[src/rtl/trrs_pkg.sv]
`timescale 1ns / 1ps
package trrs_pkg;

  localparam int TASKS_DEF = 4;
  localparam int WINDOW_LEN = 1000;
  localparam int COUNT_MAX = 1023;
  localparam int MEAS_W = 10;
  localparam int DLY_W = 16;
  localparam int OUT_IDX_W = 2;

  // operation codes
  localparam logic [1:0] OP_TICK   = 2'd0;
  localparam logic [1:0] OP_CREATE = 2'd1;
  localparam logic [1:0] OP_DELAY  = 2'd2;
  localparam logic [1:0] OP_START  = 2'd3;

  // microcode addresses
  localparam int STEP_W = 3;
  localparam logic [STEP_W-1:0] UA_TICK  = 3'd0;
  localparam logic [STEP_W-1:0] UA_WALK  = 3'd1;
  localparam logic [STEP_W-1:0] UA_CHKRD = 3'd2;
  localparam logic [STEP_W-1:0] UA_CHK   = 3'd3;
  localparam logic [STEP_W-1:0] UA_OP    = 3'd4;

  // jump conditions
  localparam logic [1:0] J_NONE    = 2'd0;
  localparam logic [1:0] J_NOTASKS = 2'd1;
  localparam logic [1:0] J_MORE    = 2'd2;

  // delay memory read address select
  localparam logic [1:0] RA_IDX  = 2'd0;
  localparam logic [1:0] RA_IDX1 = 2'd1;
  localparam logic [1:0] RA_CUR  = 2'd2;

  typedef struct packed {
    logic              tick_sel;
    logic              walk;
    logic [1:0]        ra_sel;
    logic              chk;
    logic              op_exec;
    logic              done;
    logic [1:0]        jcond;
    logic [STEP_W-1:0] jtgt;
  } ctl_t;

  typedef struct packed {
    logic no_tasks;
    logic more;
  } sts_t;

  function automatic ctl_t ucode(input logic [STEP_W-1:0] s);
    ctl_t c;
    c = '0;
    unique case (s)
      UA_TICK: begin
        c.tick_sel = 1'b1;
        c.ra_sel   = RA_IDX;
        c.jcond    = J_NOTASKS;
        c.jtgt     = UA_CHKRD;
      end
      UA_WALK: begin
        c.walk   = 1'b1;
        c.ra_sel = RA_IDX1;
        c.jcond  = J_MORE;
        c.jtgt   = UA_WALK;
      end
      UA_CHKRD: begin
        c.ra_sel = RA_CUR;
      end
      UA_CHK: begin
        c.chk  = 1'b1;
        c.done = 1'b1;
      end
      UA_OP: begin
        c.op_exec = 1'b1;
        c.done    = 1'b1;
      end
      default: begin
        c.done = 1'b1;
      end
    endcase
    return c;
  endfunction

endpackage

[src/rtl/trrs_dmem.sv]
`timescale 1ns / 1ps
module trrs_dmem import trrs_pkg::*; #(
  parameter int IW = 2
) (
  input  logic             clk,
  input  logic             rst_n,
  input  logic             we,
  input  logic [IW-1:0]    waddr,
  input  logic [DLY_W-1:0] wdata,
  input  logic [IW-1:0]    raddr,
  output logic [DLY_W-1:0] rdata
);

  localparam int DEPTH = 1 << IW;

  logic [DLY_W-1:0] mem [DEPTH];
  logic [DEPTH-1:0] vld_r;
  logic [DLY_W-1:0] q_r;
  logic             qv_r;

  always_ff @(posedge clk) begin
    if (we) begin
      mem[waddr] <= wdata;
    end
    q_r <= mem[raddr];
  end

  // an entry never written reads as zero
  always_ff @(posedge clk) begin
    if (!rst_n) begin
      vld_r <= '0;
      qv_r  <= 1'b0;
    end else begin
      if (we) begin
        vld_r[waddr] <= 1'b1;
      end
      qv_r <= vld_r[raddr];
    end
  end

  assign rdata = qv_r ? q_r : '0;

endmodule

[src/rtl/trrs_dp.sv]
`timescale 1ns / 1ps
module trrs_dp import trrs_pkg::*; #(
  parameter int TASKS = TASKS_DEF
) (
  input  logic                 clk,
  input  logic                 rst_n,
  input  logic                 accept,
  input  logic [1:0]           in_op,
  input  logic [DLY_W-1:0]     in_delay_ms,
  input  ctl_t                 ctl,
  output sts_t                 sts,
  output logic                 out_valid,
  output logic [OUT_IDX_W-1:0] out_running_task,
  output logic                 out_idle_selected,
  output logic                 out_create_failed,
  output logic [MEAS_W-1:0]    out_idle_measure
);

  localparam int IW = (TASKS > 1) ? $clog2(TASKS) : 1;
  localparam int TW = $clog2(TASKS + 1);

  logic [1:0]       op_r;
  logic [DLY_W-1:0] dly_r;

  logic [IW-1:0]     cur_r, cur_nxt;
  logic [IW-1:0]     pre_r, pre_nxt;
  logic [IW-1:0]     idx_r, idx_nxt;
  logic [TW-1:0]     tot_r, tot_nxt;
  logic              idle_r, idle_nxt;
  logic [TASKS-1:0]  dflag_r, dflag_nxt;
  logic [MEAS_W-1:0] wt_r, wt_nxt;
  logic [MEAS_W-1:0] ent_r, ent_nxt;
  logic [MEAS_W-1:0] res_r, res_nxt;
  logic              vout_r, vout_nxt;
  logic              fail_r, fail_nxt;

  logic              we;
  logic [IW-1:0]     waddr;
  logic [DLY_W-1:0]  wdata;
  logic [IW-1:0]     raddr;
  logic [DLY_W-1:0]  rdata;

  logic [TW-1:0]     nx;
  logic [TW-1:0]     idx_inc;
  logic [MEAS_W-1:0] wt_inc;
  logic [IW+OUT_IDX_W-1:0] cur_ext;

  trrs_dmem #(.IW(IW)) u_dmem (
    .clk   (clk),
    .rst_n (rst_n),
    .we    (we),
    .waddr (waddr),
    .wdata (wdata),
    .raddr (raddr),
    .rdata (rdata)
  );

  always_ff @(posedge clk) begin
    if (accept) begin
      op_r  <= in_op;
      dly_r <= in_delay_ms;
    end
  end

  assign idx_inc      = TW'(idx_r) + TW'(1);
  assign sts.no_tasks = (tot_r == '0);
  assign sts.more     = (idx_inc < tot_r);
  assign wt_inc       = wt_r + MEAS_W'(1);
  assign nx           = TW'(idle_r ? pre_r : cur_r) + TW'(1);

  always_comb begin
    unique case (ctl.ra_sel)
      RA_IDX:  raddr = idx_r;
      RA_IDX1: raddr = idx_inc[IW-1:0];
      RA_CUR:  raddr = cur_r;
      default: raddr = idx_r;
    endcase
  end

  always_comb begin
    we    = 1'b0;
    waddr = idx_r;
    wdata = rdata - DLY_W'(1);
    if (ctl.walk && rdata != '0) begin
      we = 1'b1;
    end else if (ctl.op_exec && op_r == OP_DELAY && !idle_r) begin
      we    = 1'b1;
      waddr = cur_r;
      wdata = dly_r;
    end
  end

  always_comb begin
    cur_nxt   = cur_r;
    pre_nxt   = pre_r;
    idx_nxt   = idx_r;
    tot_nxt   = tot_r;
    idle_nxt  = idle_r;
    dflag_nxt = dflag_r;
    wt_nxt    = wt_r;
    ent_nxt   = ent_r;
    res_nxt   = res_r;
    vout_nxt  = ctl.done;
    fail_nxt  = 1'b0;

    if (ctl.tick_sel) begin
      idle_nxt = 1'b0;
      cur_nxt  = (nx >= tot_r) ? '0 : nx[IW-1:0];
      if (wt_inc >= MEAS_W'(WINDOW_LEN)) begin
        res_nxt = ent_r;
        ent_nxt = '0;
        wt_nxt  = '0;
      end else begin
        wt_nxt = wt_inc;
      end
    end

    if (ctl.walk) begin
      idx_nxt = idx_inc[IW-1:0];
    end

    if (ctl.chk && dflag_r[cur_r]) begin
      if (rdata != '0) begin
        pre_nxt  = cur_r;
        idle_nxt = 1'b1;
        if (ent_r != MEAS_W'(COUNT_MAX)) begin
          ent_nxt = ent_r + MEAS_W'(1);
        end
      end else begin
        dflag_nxt[cur_r] = 1'b0;
      end
    end

    if (ctl.op_exec) begin
      unique case (op_r)
        OP_CREATE: begin
          if (tot_r >= TW'(TASKS)) begin
            fail_nxt = 1'b1;
          end else begin
            cur_nxt                   = tot_r[IW-1:0];
            dflag_nxt[tot_r[IW-1:0]]  = 1'b0;
            tot_nxt                   = tot_r + TW'(1);
            idle_nxt                  = 1'b0;
          end
        end
        OP_DELAY: begin
          if (!idle_r) begin
            dflag_nxt[cur_r] = 1'b1;
          end
        end
        OP_START: begin
          cur_nxt  = '0;
          idle_nxt = 1'b0;
          wt_nxt   = '0;
          ent_nxt  = '0;
          res_nxt  = '0;
        end
        default: begin
        end
      endcase
    end

    // walk index rests at zero between items
    if (ctl.done) begin
      idx_nxt = '0;
    end
  end

  always_ff @(posedge clk) begin
    if (!rst_n) begin
      cur_r   <= '0;
      pre_r   <= '0;
      idx_r   <= '0;
      tot_r   <= '0;
      idle_r  <= 1'b0;
      dflag_r <= '0;
      wt_r    <= '0;
      ent_r   <= '0;
      res_r   <= '0;
      vout_r  <= 1'b0;
      fail_r  <= 1'b0;
    end else begin
      cur_r   <= cur_nxt;
      pre_r   <= pre_nxt;
      idx_r   <= idx_nxt;
      tot_r   <= tot_nxt;
      idle_r  <= idle_nxt;
      dflag_r <= dflag_nxt;
      wt_r    <= wt_nxt;
      ent_r   <= ent_nxt;
      res_r   <= res_nxt;
      vout_r  <= vout_nxt;
      fail_r  <= fail_nxt;
    end
  end

  assign cur_ext           = {{OUT_IDX_W{1'b0}}, cur_r};
  assign out_valid         = vout_r;
  assign out_running_task  = cur_ext[OUT_IDX_W-1:0];
  assign out_idle_selected = idle_r;
  assign out_create_failed = fail_r;
  assign out_idle_measure  = res_r;

endmodule

[src/rtl/trrs_useq.sv]
`timescale 1ns / 1ps
module trrs_useq import trrs_pkg::*; (
  input  logic       clk,
  input  logic       rst_n,
  input  logic       start,
  input  logic [1:0] in_op,
  input  sts_t       sts,
  output logic       busy,
  output ctl_t       ctl
);

  logic [STEP_W-1:0] step_r, step_nxt;
  logic              busy_r, busy_nxt;
  ctl_t              cw;
  logic              take;

  assign cw = ucode(step_r);

  always_comb begin
    unique case (cw.jcond)
      J_NOTASKS: take = sts.no_tasks;
      J_MORE:    take = sts.more;
      default:   take = 1'b0;
    endcase
  end

  always_comb begin
    step_nxt = step_r;
    busy_nxt = busy_r;
    if (!busy_r) begin
      if (start) begin
        busy_nxt = 1'b1;
        step_nxt = (in_op == OP_TICK) ? UA_TICK : UA_OP;
      end
    end else if (cw.done) begin
      busy_nxt = 1'b0;
    end else begin
      step_nxt = take ? cw.jtgt : step_r + STEP_W'(1);
    end
  end

  always_ff @(posedge clk) begin
    if (!rst_n) begin
      step_r <= UA_TICK;
      busy_r <= 1'b0;
    end else begin
      step_r <= step_nxt;
      busy_r <= busy_nxt;
    end
  end

  assign busy = busy_r;
  assign ctl  = busy_r ? cw : '0;

endmodule

[src/rtl/tick_round_robin_scheduler_top.sv]
`timescale 1ns / 1ps
// round-robin task selector driven by scheduler ticks
// command: drive in_op / in_delay_ms and raise start; the beat is taken at a
//   rising edge with start high and busy low. busy stays high while the
//   command runs.
// ops: tick advances the selector and counts down every task delay,
//   create registers a task, delay arms the current task unless idle is
//   selected, start selects task 0 and clears the idle statistics.
// result: one beat per command, out_valid high for exactly one cycle; the
//   receiver cannot stall and must take it then. out_running_task,
//   out_idle_selected and out_idle_measure keep their values until the next
//   command changes them.
// busy: create, delay and start hold busy for the OP step alone; a tick holds
//   it through the TICK, WALK, CHKRD and CHK steps (WALK skipped with no tasks),
//   the delay counters being walked one task per cycle through a single read
//   port. the result strobe rises in the same cycle that busy drops, when the
//   next command may already be accepted.
// reset: rst_n low clears the task table, all delays and idle counters.
module tick_round_robin_scheduler_top import trrs_pkg::*; #(
  parameter int TASKS = TASKS_DEF
) (
  input  logic                 clk,
  input  logic                 rst_n,
  input  logic                 start,
  output logic                 busy,
  input  logic [1:0]           in_op,
  input  logic [DLY_W-1:0]     in_delay_ms,
  output logic                 out_valid,
  output logic [OUT_IDX_W-1:0] out_running_task,
  output logic                 out_idle_selected,
  output logic                 out_create_failed,
  output logic [MEAS_W-1:0]    out_idle_measure
);

  ctl_t ctl;
  sts_t sts;
  logic accept;

  assign accept = start && !busy;

  trrs_useq u_useq (
    .clk   (clk),
    .rst_n (rst_n),
    .start (start),
    .in_op (in_op),
    .sts   (sts),
    .busy  (busy),
    .ctl   (ctl)
  );

  trrs_dp #(.TASKS(TASKS)) u_dp (
    .clk               (clk),
    .rst_n             (rst_n),
    .accept            (accept),
    .in_op             (in_op),
    .in_delay_ms       (in_delay_ms),
    .ctl               (ctl),
    .sts               (sts),
    .out_valid         (out_valid),
    .out_running_task  (out_running_task),
    .out_idle_selected (out_idle_selected),
    .out_create_failed (out_create_failed),
    .out_idle_measure  (out_idle_measure)
  );

endmodule

[config.mk]
export PLATFORM = sky130hd
export DESIGN_NAME = tick_round_robin_scheduler_top
export DESIGN_NICKNAME = d
export VERILOG_FILES = /design/src/rtl/trrs_pkg.sv /design/src/rtl/trrs_dmem.sv /design/src/rtl/trrs_dp.sv /design/src/rtl/trrs_useq.sv /design/src/rtl/tick_round_robin_scheduler_top.sv
export SDC_FILE = /design/constraint.sdc
export NUM_CORES = 1
export LEC_CHECK = 0
export BUFFER_PORTS_ARGS = -buffer_cell sky130_fd_sc_hd__buf_2
export CAP_MARGIN = 20
export CELL_PAD_IN_SITES_DETAIL_PLACEMENT = 1
export CELL_PAD_IN_SITES_GLOBAL_PLACEMENT = 1
export CORE_UTILIZATION = 50
export CTS_CLUSTER_DIAMETER = 60
export DETAILED_ROUTE_END_ITERATION = 12
export PLACE_DENSITY = 0.87
export SLEW_MARGIN = 20
export SYNTH_ARGS = -nofsm -noshare
export SYNTH_HDL_FRONTEND = slang
export SYNTH_SLANG_ARGS = --single-unit
[constraint.sdc]
create_clock -name clk -period 6.58 [get_ports clk]
set_input_delay 0.987 -clock clk [delete_from_list [all_inputs] [get_ports clk]]
set_output_delay 0.987 -clock clk [all_outputs]
set_load 0.02 [all_outputs]
Word level (Yosys, flattened, before mapping) --
Memory sizes are Yosys's and may differ from the RTL's. A register that Yosys moved wholly into a read port is not among the register bits. Cells that the tools add are included.
Storage, ports and cells: memories 1, logic and storage cells 149, register bits after elaboration 73, input bits 21, bits in writable memories 64
Memory list:
- u_dp.u_dmem.mem | depth 4, bits a word 16, read ports 1, clocked after Yosys merged registers in 1, wr ports 1, RTL line trrs_dmem.sv:16 | logic [DLY_W-1:0] mem [DEPTH];
Operators by class: eq/ne operators 13, magnitude comparators 11, mux-type cells 71, bitwise operators 8, add/subtract/negate cells 7, reduce and logical (&&, ||, !) cells 21
Operators with widths (count):
- 10-bit two-way mux | 15
- 16-bit two-way mux | 3
- 1-bit two-way mux | 23
- 10-bit by 1-bit adder with 10-bit output (second input constant) | 2
- 4-bit two-way mux | 5
- 16-bit nonzero test | 1
- 16-bit by 1-bit subtractor with 16-bit output (second input constant) | 1
- 3-bit two-way mux | 5
- 2-bit two-way mux | 7
- 2-bit by 3-bit less-than comparator with 1-bit output (second input constant) | 4
- 12-bit two-way mux | 1
- 2-bit one-hot mux with 2 select lines | 3
- 10-bit >= comparator (second input constant) | 1
- 10-bit inequality test (second input constant) | 1
- 5-bit one-hot mux with 2 select lines | 1
- 3-bit by 1-bit adder with 3-bit output (second input constant) | 3
- 4-bit AND | 2
- 2-bit == test (second input constant) | 4
- 1-bit logical AND | 8
- 4-bit inverter | 2
- 4-bit OR | 2
- 4-bit one-hot mux with 2 select lines | 1
- 1-bit demux with 2-bit select | 3
- 2-bit by 1-bit == test with 1-bit output (second input constant) | 3
- other kinds (20) | 30

Logic depth before layout (Yosys ltp) --
Gate-level depths: netlist of the first run.
depth in word-level cells 13, gate-level depth with buffers 13, gate-level depth less buffers 12

Cells and area by module --
Synthesis of the first run repeated with hierarchy kept, for this count alone.
Second synthesis, totals: cell total of the unflattened synthesis 601, area, all modules 7031.7 um2
By module, submodules not included:
- trrs_dp | cells each 420, seq. area each 1461.4 um2, area each 3664.8 um2, times used 1
- trrs_dmem | cells each 132, seq. area each 2342.2 um2, area each 2960.3 um2, times used 1
- trrs_useq | cells each 48, seq. area each 80.1 um2, area each 392.9 um2, times used 1
- tick_round_robin_scheduler_top | cells each 1, seq. area each 0.0 um2, area each 13.8 um2, times used 1

Least setup slack after synthesis of the first run --
No wires, ideal clock.
path type reg2reg, start reg u_dp.u_dmem.qv_r, end mem u_dp.u_dmem.mem[2][0], enable pin, path buffers 2, stages on the path, launching flop included 9, required time 6.190 ns, arrival 2.714 ns, setup time 0.390 ns, slack 3.476 ns, period minus slack after synthesis 3.104 ns, path through dfxtp_1 clkbuf_1 clkbuf_1 nand2_1 ha_1 and3_1 a21oi_1 a32oi_1 nor2b_1
Between the ends: longest elaborated chain between the ends 6, elaborated cells between the ends (all ways) 7, classes of those cells mux (5); reduce/logical (2)
Ends and longest elaborated chain:
- from (decl) | RTL line trrs_dmem.sv:19 | logic qv_r;
- from (signal assigned) | RTL line trrs_dmem.sv:37 | qv_r <= vld_r[raddr];
- 16-bit two-way mux * | RTL line trrs_dmem.sv:41 | assign rdata = qv_r ? q_r : '0;
- 16-bit nonzero test * | RTL line trrs_dp.sv:84 | if (ctl.walk && rdata != '0) begin
- 1-bit logical AND * | RTL line trrs_dp.sv:84
- 1-bit two-way mux | RTL line trrs_dp.sv:84
- 1-bit two-way mux | RTL line trrs_dmem.sv:22 | if (we) begin
- 1-bit two-way mux (not written as such) | RTL line trrs_dmem.sv:23 | mem[waddr] <= wdata;
- to (decl) | RTL line trrs_dmem.sv:16
Mark *: on every way between the ends. The rest lies on a longest branch, timed or not.

Worst setup path after layout of the first run --
start reg u_useq.step_r[1], end reg u_dp.u_dmem.qv_r
Between the ends: longest elaborated chain between the ends 7, elaborated cells between the ends (all ways) 9, classes of those cells eq/ne (4); mux (5)
Ends and longest elaborated chain:
- from (decl) | RTL line trrs_useq.sv:12 | logic [STEP_W-1:0] step_r, step_nxt;
- from (signal assigned) | RTL line trrs_useq.sv:47 | step_r <= step_nxt;
- 3-bit by 2-bit == test with 1-bit output or 3-bit by 1-bit == test with 1-bit output (tied branches) | RTL line trrs_pkg.sv:54 | unique case (s)
- 2-bit one-hot mux with 2 select lines * | RTL line trrs_pkg.sv:54
- 12-bit two-way mux * | RTL line trrs_useq.sv:53 | assign ctl = busy_r ? cw : '0;
- 2-bit == test or 2-bit by 1-bit == test with 1-bit output (tied branches) | RTL line trrs_dp.sv:72 | unique case (ctl.ra_sel)
- 2-bit one-hot mux with 2 select lines * | RTL line trrs_dp.sv:72
- 1-bit binary-select mux with 2-bit select * | RTL line trrs_dmem.sv:37
- 1-bit two-way mux (not written as such) * | RTL line trrs_dmem.sv:37
Mark *: on every way between the ends. The rest lies on a longest branch, timed or not. The select of a mux whose other input is x is not followed. A chain may end at the register's enable or synchronous reset.

==> impl_metrics.py, run 1 <==
metrics = {
    "power": {
        "swShare_pct": 22.1,
        "internal_power_uw": 1710,
        "p_sw_uw": 483,
        "power.leakage_uw": 0.00298,
        "ir_worst_vdd_mv": 0.182,
        "p_per_area_nw_per_um2": 280,
        "power_frac_comb_pct": 4.7,
        "clkPwrFrac_pct": 47.8,
        "pwr-share-seq_pct": 47.5,
    },
    "timing": {
        "drv_slew": 0,
        "setup_viol": 0,
        "finalHoldViolations": 0,
        "finClkSkew_ns": 0.00836,
        "rsz0062_at_grt": "no",
        "worst_pin_slew_ns": 1.00,
        "period_needed_ns": 3.28,
        "clock.fmax_ghz": 0.305,
        "relSlewSlack_pct": 32.9,
        "final.period_utilization_pct": 49.8,
        "timing.setup.tns_ns": 0,
    },
    "place": {
        "portBuffers": 36,
        "place.gp.congestion": 0.809,
        "place_hpwl_mm": 11.2,
        "post_dp_cell_area_um2": 7180,
    },
    "synth": {
        "yosysSeqAreaShare_pct": 56.7,
        "synth_ff_type": "edfxtp_1",
        "synth.avg_cell_area_um2": 11.8,
        "ys_types": 64,
        "yosysTopAreaCell": "edfxtp_1",
        "synth_edf_count": 82,
        "ys_async_sr_fraction_pct": 0,
        "syn-num-nets": 629,
        "yosysWarningCount": 0,
        "netlist_instances": 580,
        "synth_top_area_share_pct": 36.0,
        "synth-seq-cells": 153,
        "synth_area_um2": 6850,
        "yosys-top-cells-area": "edfxtp_1 36%, dfxtp_1 21%, mux4_2 5.6%",
    },
    "clock_tree": {
        "cts_tree": "built",
        "cts_resized": 0,
        "clockRootBuffer": "clkbuf_16",
        "hold_buffers": 0,
        "htree_levels": 4,
        "numCtsBuffers": 17,
        "post-cts-setup-buffers": 0,
        "cts.sinks": 153,
        "clock_path_buffers": 2,
        "clk_latency_ns": 0.43,
        "clk_pin_slew_worst_paths_ns": 0.06,
    },
    "setup_path": {
        "start_kind": "register",
        "crit_type": "register to register",
        "cp_max_fo": 17,
        "arrival_ns": 3.59,
        "critPathRequiredTime_ns": 6.90,
        "critPathCaptureType": "register",
    },
    "global_route": {
        "first_global_vias": 5237,
        "global_route.usage.total_pct": 25.4,
        "grt_max_degree": 22,
        "grt_pass1_wl_mm": 27.1,
        "antenna_found_initial": 0,
        "grt_overflow": 0,
    },
    "routing": {
        "drc": 0,
        "drtIter0Drc": 314,
        "viasPerCell": 5.90,
        "final_antenna_net_count": 0,
        "vias": 4777,
        "firstDrtPassIters": 5,
        "drt-wirelength-per-cell_um": 20.6,
        "routed_wl_mm": 16.7,
    },
    "layout": {
        "stdcell_area_um2": 7820,
        "syn_to_final_growth_pct": 14.2,
        "diodes": 0,
        "fin_nets": 670,
        "drive_gt1_share_pct": 15.9,
    },
    "floorplan": {
        "ios": 37,
        "die_area_um2": 14200,
        "initial_core_util_pct": 51.5,
        "std_cell_rows": 42,
        "die_h_um": 119,
        "core-area_um2": 13300,
        "die_x_um": 119,
    },
    "status": {
        "status": "finished, final reports clean",
    },
    "run": {
        "cap_violations": 0,
    },
    "worst_hold_path": {
        "worstHoldPathType": "register to register",
    },
}
[through the flow]
step	power (uW)	hold WS [ns]	setup slack, ns	util [%]	cells
after floorplan	1120	0.420	3.48	-	580
after global placement	1150	0.429	3.49	54.0	778
after detailed placement	1160	0.462	3.27	54.0	778
after CTS	2200	0.458	3.26	58.8	810
after global routing	2250	0.502	3.07	58.8	810
final	2190	0.460	3.30	58.8	810
[kinds of logic after synthesis]
logic type                 after synthesis  share of synthesized area [%]
xor gates and xnor gates                21                           2.69
DFF                                    153                           56.7
muxes                                   34                           8.08
AOI/OAI and AO/OA                      105                           10.9
buffers and inverters                   52                           3.34
adders and majority gates               28                           5.12
and+or+nand+nor                        187                           13.2
[final timing paths]
| path | start | to | slack, ns | cells after the start |
|---|---|---|---|---|
| setup / recovery | u_useq.step_r[1] | u_dp.u_dmem.qv_r | 3.30 | 12 |
| hold / removal | u_dp.u_dmem.vld_r[1] | u_dp.u_dmem.vld_r[1] | 0.46 | 2 |
| setup reg to reg | u_useq.step_r[1] | u_dp.u_dmem.qv_r | 3.30 | 12 |
| hold reg to reg | u_dp.u_dmem.vld_r[1] | u_dp.u_dmem.vld_r[1] | 0.46 | 2 |
[power groups by stage]
stage / logic (uW) / registers, uW / clock network (uW)
after global placement: 95.9 / 1060 / 0
after CTS: 104 / 1040 / 1060
final: 104 / 1040 / 1050
after floorplan: 70.5 / 1050 / 0
after global routing: 116 / 1040 / 1090
after detailed placement: 103 / 1060 / 0
[state kept, by name, summed over array words and instances (netlist names), 2 cells and up]
| signal | cells |
|---|---|
| u_dp.tot_r | 3 |
| u_dp.u_dmem.vld_r | 4 |
| u_dp.out_running_task | 2 |
| u_dp.wt_r | 10 |
| u_useq.step_r | 3 |
| u_dp.idx_r | 2 |
| u_dp.out_idle_measure | 10 |
| u_dp.u_dmem.q_r | 16 |
| u_dp.dflag_r | 4 |
| u_dp.u_dmem.mem | 64 |
| u_dp.ent_r | 10 |
| u_dp.pre_r | 2 |
| u_dp.dly_r | 16 |
| u_dp.op_r | 2 |
[cells in the mapped netlist, types with 2 or more instances]
cell type	count
edfxtp_1	82
dfxtp_1	71
nor2_1	55
nand2_1	51
inv_1	31
ha_1	28
o21ai_0	23
a21oi_1	18
nand3_1	18
mux2i_1	17
mux4_2	17
nor3_1	15
xnor2_1	11
clkbuf_1	10
xor2_1	10
o211ai_1	8
and3_1	7
nor2b_1	7
nor4_1	7
and2_1	5
buf_2	5
nand4_1	5
o21ai_1	5
o22a_1	5
a211oi_1	4
a21o_1	4
nand2b_1	4
o32ai_1	4
a31oi_1	3
buf_6	3
nand3b_1	3
o21a_1	3
a21boi_0	2
a22oi_1	2
a32o_1	2
a32oi_1	2
nand4b_1	2
o221ai_1	2
o311ai_0	2
o31ai_1	2
or3_1	2
[routing by layer]
metal	global-route usage [%]	wire [um]	up-vias
met5	0	0	-
met4	9.02	274	0
met3	5.80	693	24
met2	46.7	9010	124
met1	28.5	6720	2416
li1	-	-	2213
[worst max-delay path, stage by stage (launching register included)]
cell and delay, ns:
dfxtp_1 0.34, inv_1 0.09, ha_1 0.16, nand2_1 0.11
inv_1 0.10, and2_1 0.23, inv_1 0.12, ha_1 0.24
a22oi_1 0.21, nor2_1 0.09, a21oi_4 0.71, mux4_2 0.60
and2_1 0.17
[placed cells by master, fill, tap and decap left out, types with 3 or more instances in the layout]
cell type  Yosys  layout
nand2_1       51      51
nor2b_1        7       7
o21ai_1        5       5
edfxtp_1      82      82
o32ai_1        4       4
nor3_1        15      15
a21oi_1       18      18
nand3b_1       3       3
o22a_1         5       5
nor4_1         7       7
dfxtp_1       71      71
and3_1         7       7
xnor2_1       11      11
inv_1         31      31
mux4_2        17      17
o211ai_1       8       8
buf_2          5      36
nor2_1        55      55
and2_1         5       5
clkinv_4       0       3
clkbuf_16      0      17
o21ai_0       23      23
o21a_1         3       3
a31oi_1        3       3
nand2b_1       4       4
nand3_1       18      18
ha_1          28      28
xor2_1        10      10
buf_4          1       6
a211oi_1       4       4
nand4_1        5       5
bufinv_16      0       4
a21o_1         4       4
mux2i_1       17      17
[final cells by class]
class	instances	area, um2
fill	1395	5480
sequential	153	3880
multi-input combinational	375	2740
clock buffer	19	443
timing repair buffer	42	225
tap	176	220
clock inverter	13	193
inverter	32	120
Power figures use the tool's default switching activity.
==> inputs of run 2 (changes only) <==
Settings changed: CORE_UTILIZATION 50 to 45, PLACE_DENSITY 0.87 to 0.83.
Clock period 6.58 ns to 2.9 ns, I/O delays scaled along.
==> run 2 against run 1 <==
Compared with the run above:
- the run now ends with design-rule violations left
- hold slack got worse by 0.28 ns
- largest cell class unchanged
- setup slack got worse by 3.1 ns
- power increased by 110%
- global-route usage decreased by 2.2 points
- sequential power increased by 130%
- first-iteration DRC count decreased by 19%
==> impl_metrics.py, run 2 (synthesized netlist as in run 1, its figures left out) <==
metrics = {
    "layout": {
        "diodes": 0,
        "multi_input_area_um2": 2750,
        "largest_reg_flops": 64,
        "final_common_cell": "edfxtp_1",
        "reg_top3": "u_dp.u_dmem.mem: 64 flops, u_dp.dly_r: 16 flops, u_dp.u_dmem.q_r: 16 flops",
        "top_register": "u_dp.u_dmem.mem",
        "stdcell_area_um2": 7910,
        "final_cell_mix": "82 x edfxtp_1, 70 x dfxtp_1, 53 x nor2_1",
        "n_fill_cell": 1554,
        "drive_gt1_share_pct": 18.7,
        "fin_nets": 684,
        "stdcell_count": 832,
        "seqCellArea_um2": 3880,
        "syn_to_final_growth_pct": 15.5,
    },
    "clock_tree": {
        "clk_latency_ns": 0.43,
        "numCtsBuffers": 17,
        "cts.sinks": 153,
        "htree_levels": 4,
        "clk_pin_slew_worst_paths_ns": 0.06,
        "cts_tree": "built",
        "clock_path_buffers": 2,
        "post-cts-setup-buffers": 0,
        "clockRootBuffer": "clkbuf_16",
    },
    "place": {
        "place.gp.congestion": 0.813,
        "place_hpwl_mm": 11.7,
        "place_inst": 799,
        "portBuffers": 36,
        "post_dp_cell_area_um2": 7330,
    },
    "floorplan": {
        "die_x_um": 125,
        "die_h_um": 125,
        "core-area_um2": 14700,
        "die_area_um2": 15700,
        "initial_core_util_pct": 46.6,
        "ios": 37,
        "std_cell_rows": 44,
    },
    "setup_path": {
        "cp_max_fo": 8,
        "worst_path_largest_cell_delay_ns": 0.51,
        "start_kind": "register",
        "arrival_ns": 3.05,
        "cp_slowest_cell": "mux4_2",
        "critPathCaptureType": "register",
        "crit_type": "register to register",
        "crit_path_cell_trace": "inv_1 > ha_1 > nand2_2 > inv_1 > and2_2 > inv_1 > ha_1 > a22oi_1 > nor2_1 > a21oi_4 > clkbuf_16 > mux4_2",
        "cp_common_cell": "inv_1",
        "critPathRequiredTime_ns": 3.20,
    },
    "global_route": {
        "global_route.usage.total_pct": 23.1,
        "grt_overflow": 0,
        "first_global_vias": 5261,
        "antenna_found_initial": 0,
        "grt_max_degree": 21,
        "grt_pass1_wl_mm": 27.6,
    },
    "timing": {
        "rsz0062_at_grt": "no",
        "drv_slew": 0,
        "worst_pin_slew_ns": 0.955,
        "final.period_utilization_pct": 94.6,
        "finClkSkew_ns": 0.00960,
        "period_needed_ns": 2.74,
        "clock.fmax_ghz": 0.364,
        "setup_viol": 0,
        "relSlewSlack_pct": 36.3,
        "finalHoldViolations": 0,
        "timing.setup.tns_ns": 0,
    },
    "routing": {
        "viasPerCell": 5.72,
        "routed_wl_mm": 17.0,
        "vias": 4758,
        "drtIter0Drc": 255,
        "drc": 3,
        "final_antenna_net_count": 0,
        "drt-wirelength-per-cell_um": 20.4,
        "firstDrtPassIters": 9,
    },
    "status": {
        "violations": "design-rule violations",
        "status": "finished, violations left",
    },
    "run": {
        "cap_violations": 0,
    },
    "worst_hold_path": {
        "worstHoldPathType": "input port to register",
    },
    "power": {
        "power.leakage_uw": 0.00303,
        "fin_total_pwr_uw": 4680,
        "ir_worst_vdd_mv": 0.446,
        "p_per_area_nw_per_um2": 592,
    },
}
-- run 2: cell types whose count changed in the layout (fill, tap and decap cells not counted), sizes merged --
cell and change:
clkinv +6, bufinv -3, clkbuf -1, buf +13, clkinvlp +1, inv -2
-- run 2: layout make-up --
class | instances | area share, %
Sequential cell | 153 | 49.1
Multi-Input combinational cell | 375 | 34.7
Clock buffer | 17 | 5.38
Timing Repair Buffer | 56 | 4.71
Tap cell | 184 | 2.91
Clock inverter | 15 | 1.63
Inverter | 32 | 1.52
-- run 2: metal layers --
metal  GRT usage [%]  vias up  part of all wire [%]
met5               0        -                     0
met4            8.61        0                   1.9
met3            5.82       28                   3.9
met2            40.7       86                    53
met1            27.2     2401                    42
li1                -     2243                     -
-- run 2: what timing repair did --
action	CTS	global route
gates resized for setup	0	3
setup endpoints to repair	0	16
hold buffers	0	0
-- run 2: worst paths after layout --
| check | from | endpoint | slack [ns] | cells past startpoint |
|---|---|---|---|---|
| setup / recovery | u_useq.step_r[1] | u_dp.u_dmem.q_r[0] | 0.16 | 12 |
| hold / removal | in_delay_ms[4] | u_dp.dly_r[4] | 0.18 | 1 |
| setup reg to reg | u_useq.step_r[1] | u_dp.u_dmem.q_r[0] | 0.16 | 12 |
| hold reg to reg | u_dp.u_dmem.vld_r[2] | u_dp.u_dmem.vld_r[2] | 0.48 | 2 |
-- run 2: worst max-delay path: cells and delay by family (launching register included) --
family | cells | cell delay, ns
buffers and inverters | 4 | 0.51
multiplexers | 1 | 0.51
AO/OA/AOI/OAI | 2 | 0.45
adder cells (fa/ha/maj) | 2 | 0.42
AND/OR/NAND/NOR | 3 | 0.38
flip-flops | 1 | 0.34
-- run 2: stage by stage --
step	setup slack, ns	hold WS (ns)	utilization (%)
2_1_floorplan	0.0578	0.420	-
3_3_place_gp	0.364	0.434	49.8
3_5_place_dp	0.156	0.462	49.8
4_1_cts	0.136	0.163	53.6
5_1_grt	0.0256	0.156	53.8
6_report	0.156	0.178	53.8
-- run 2: power breakdown --
part	switching [uW]	internal (uW)
clock network	902	1180
registers	39.7	2320
logic	158	88.6
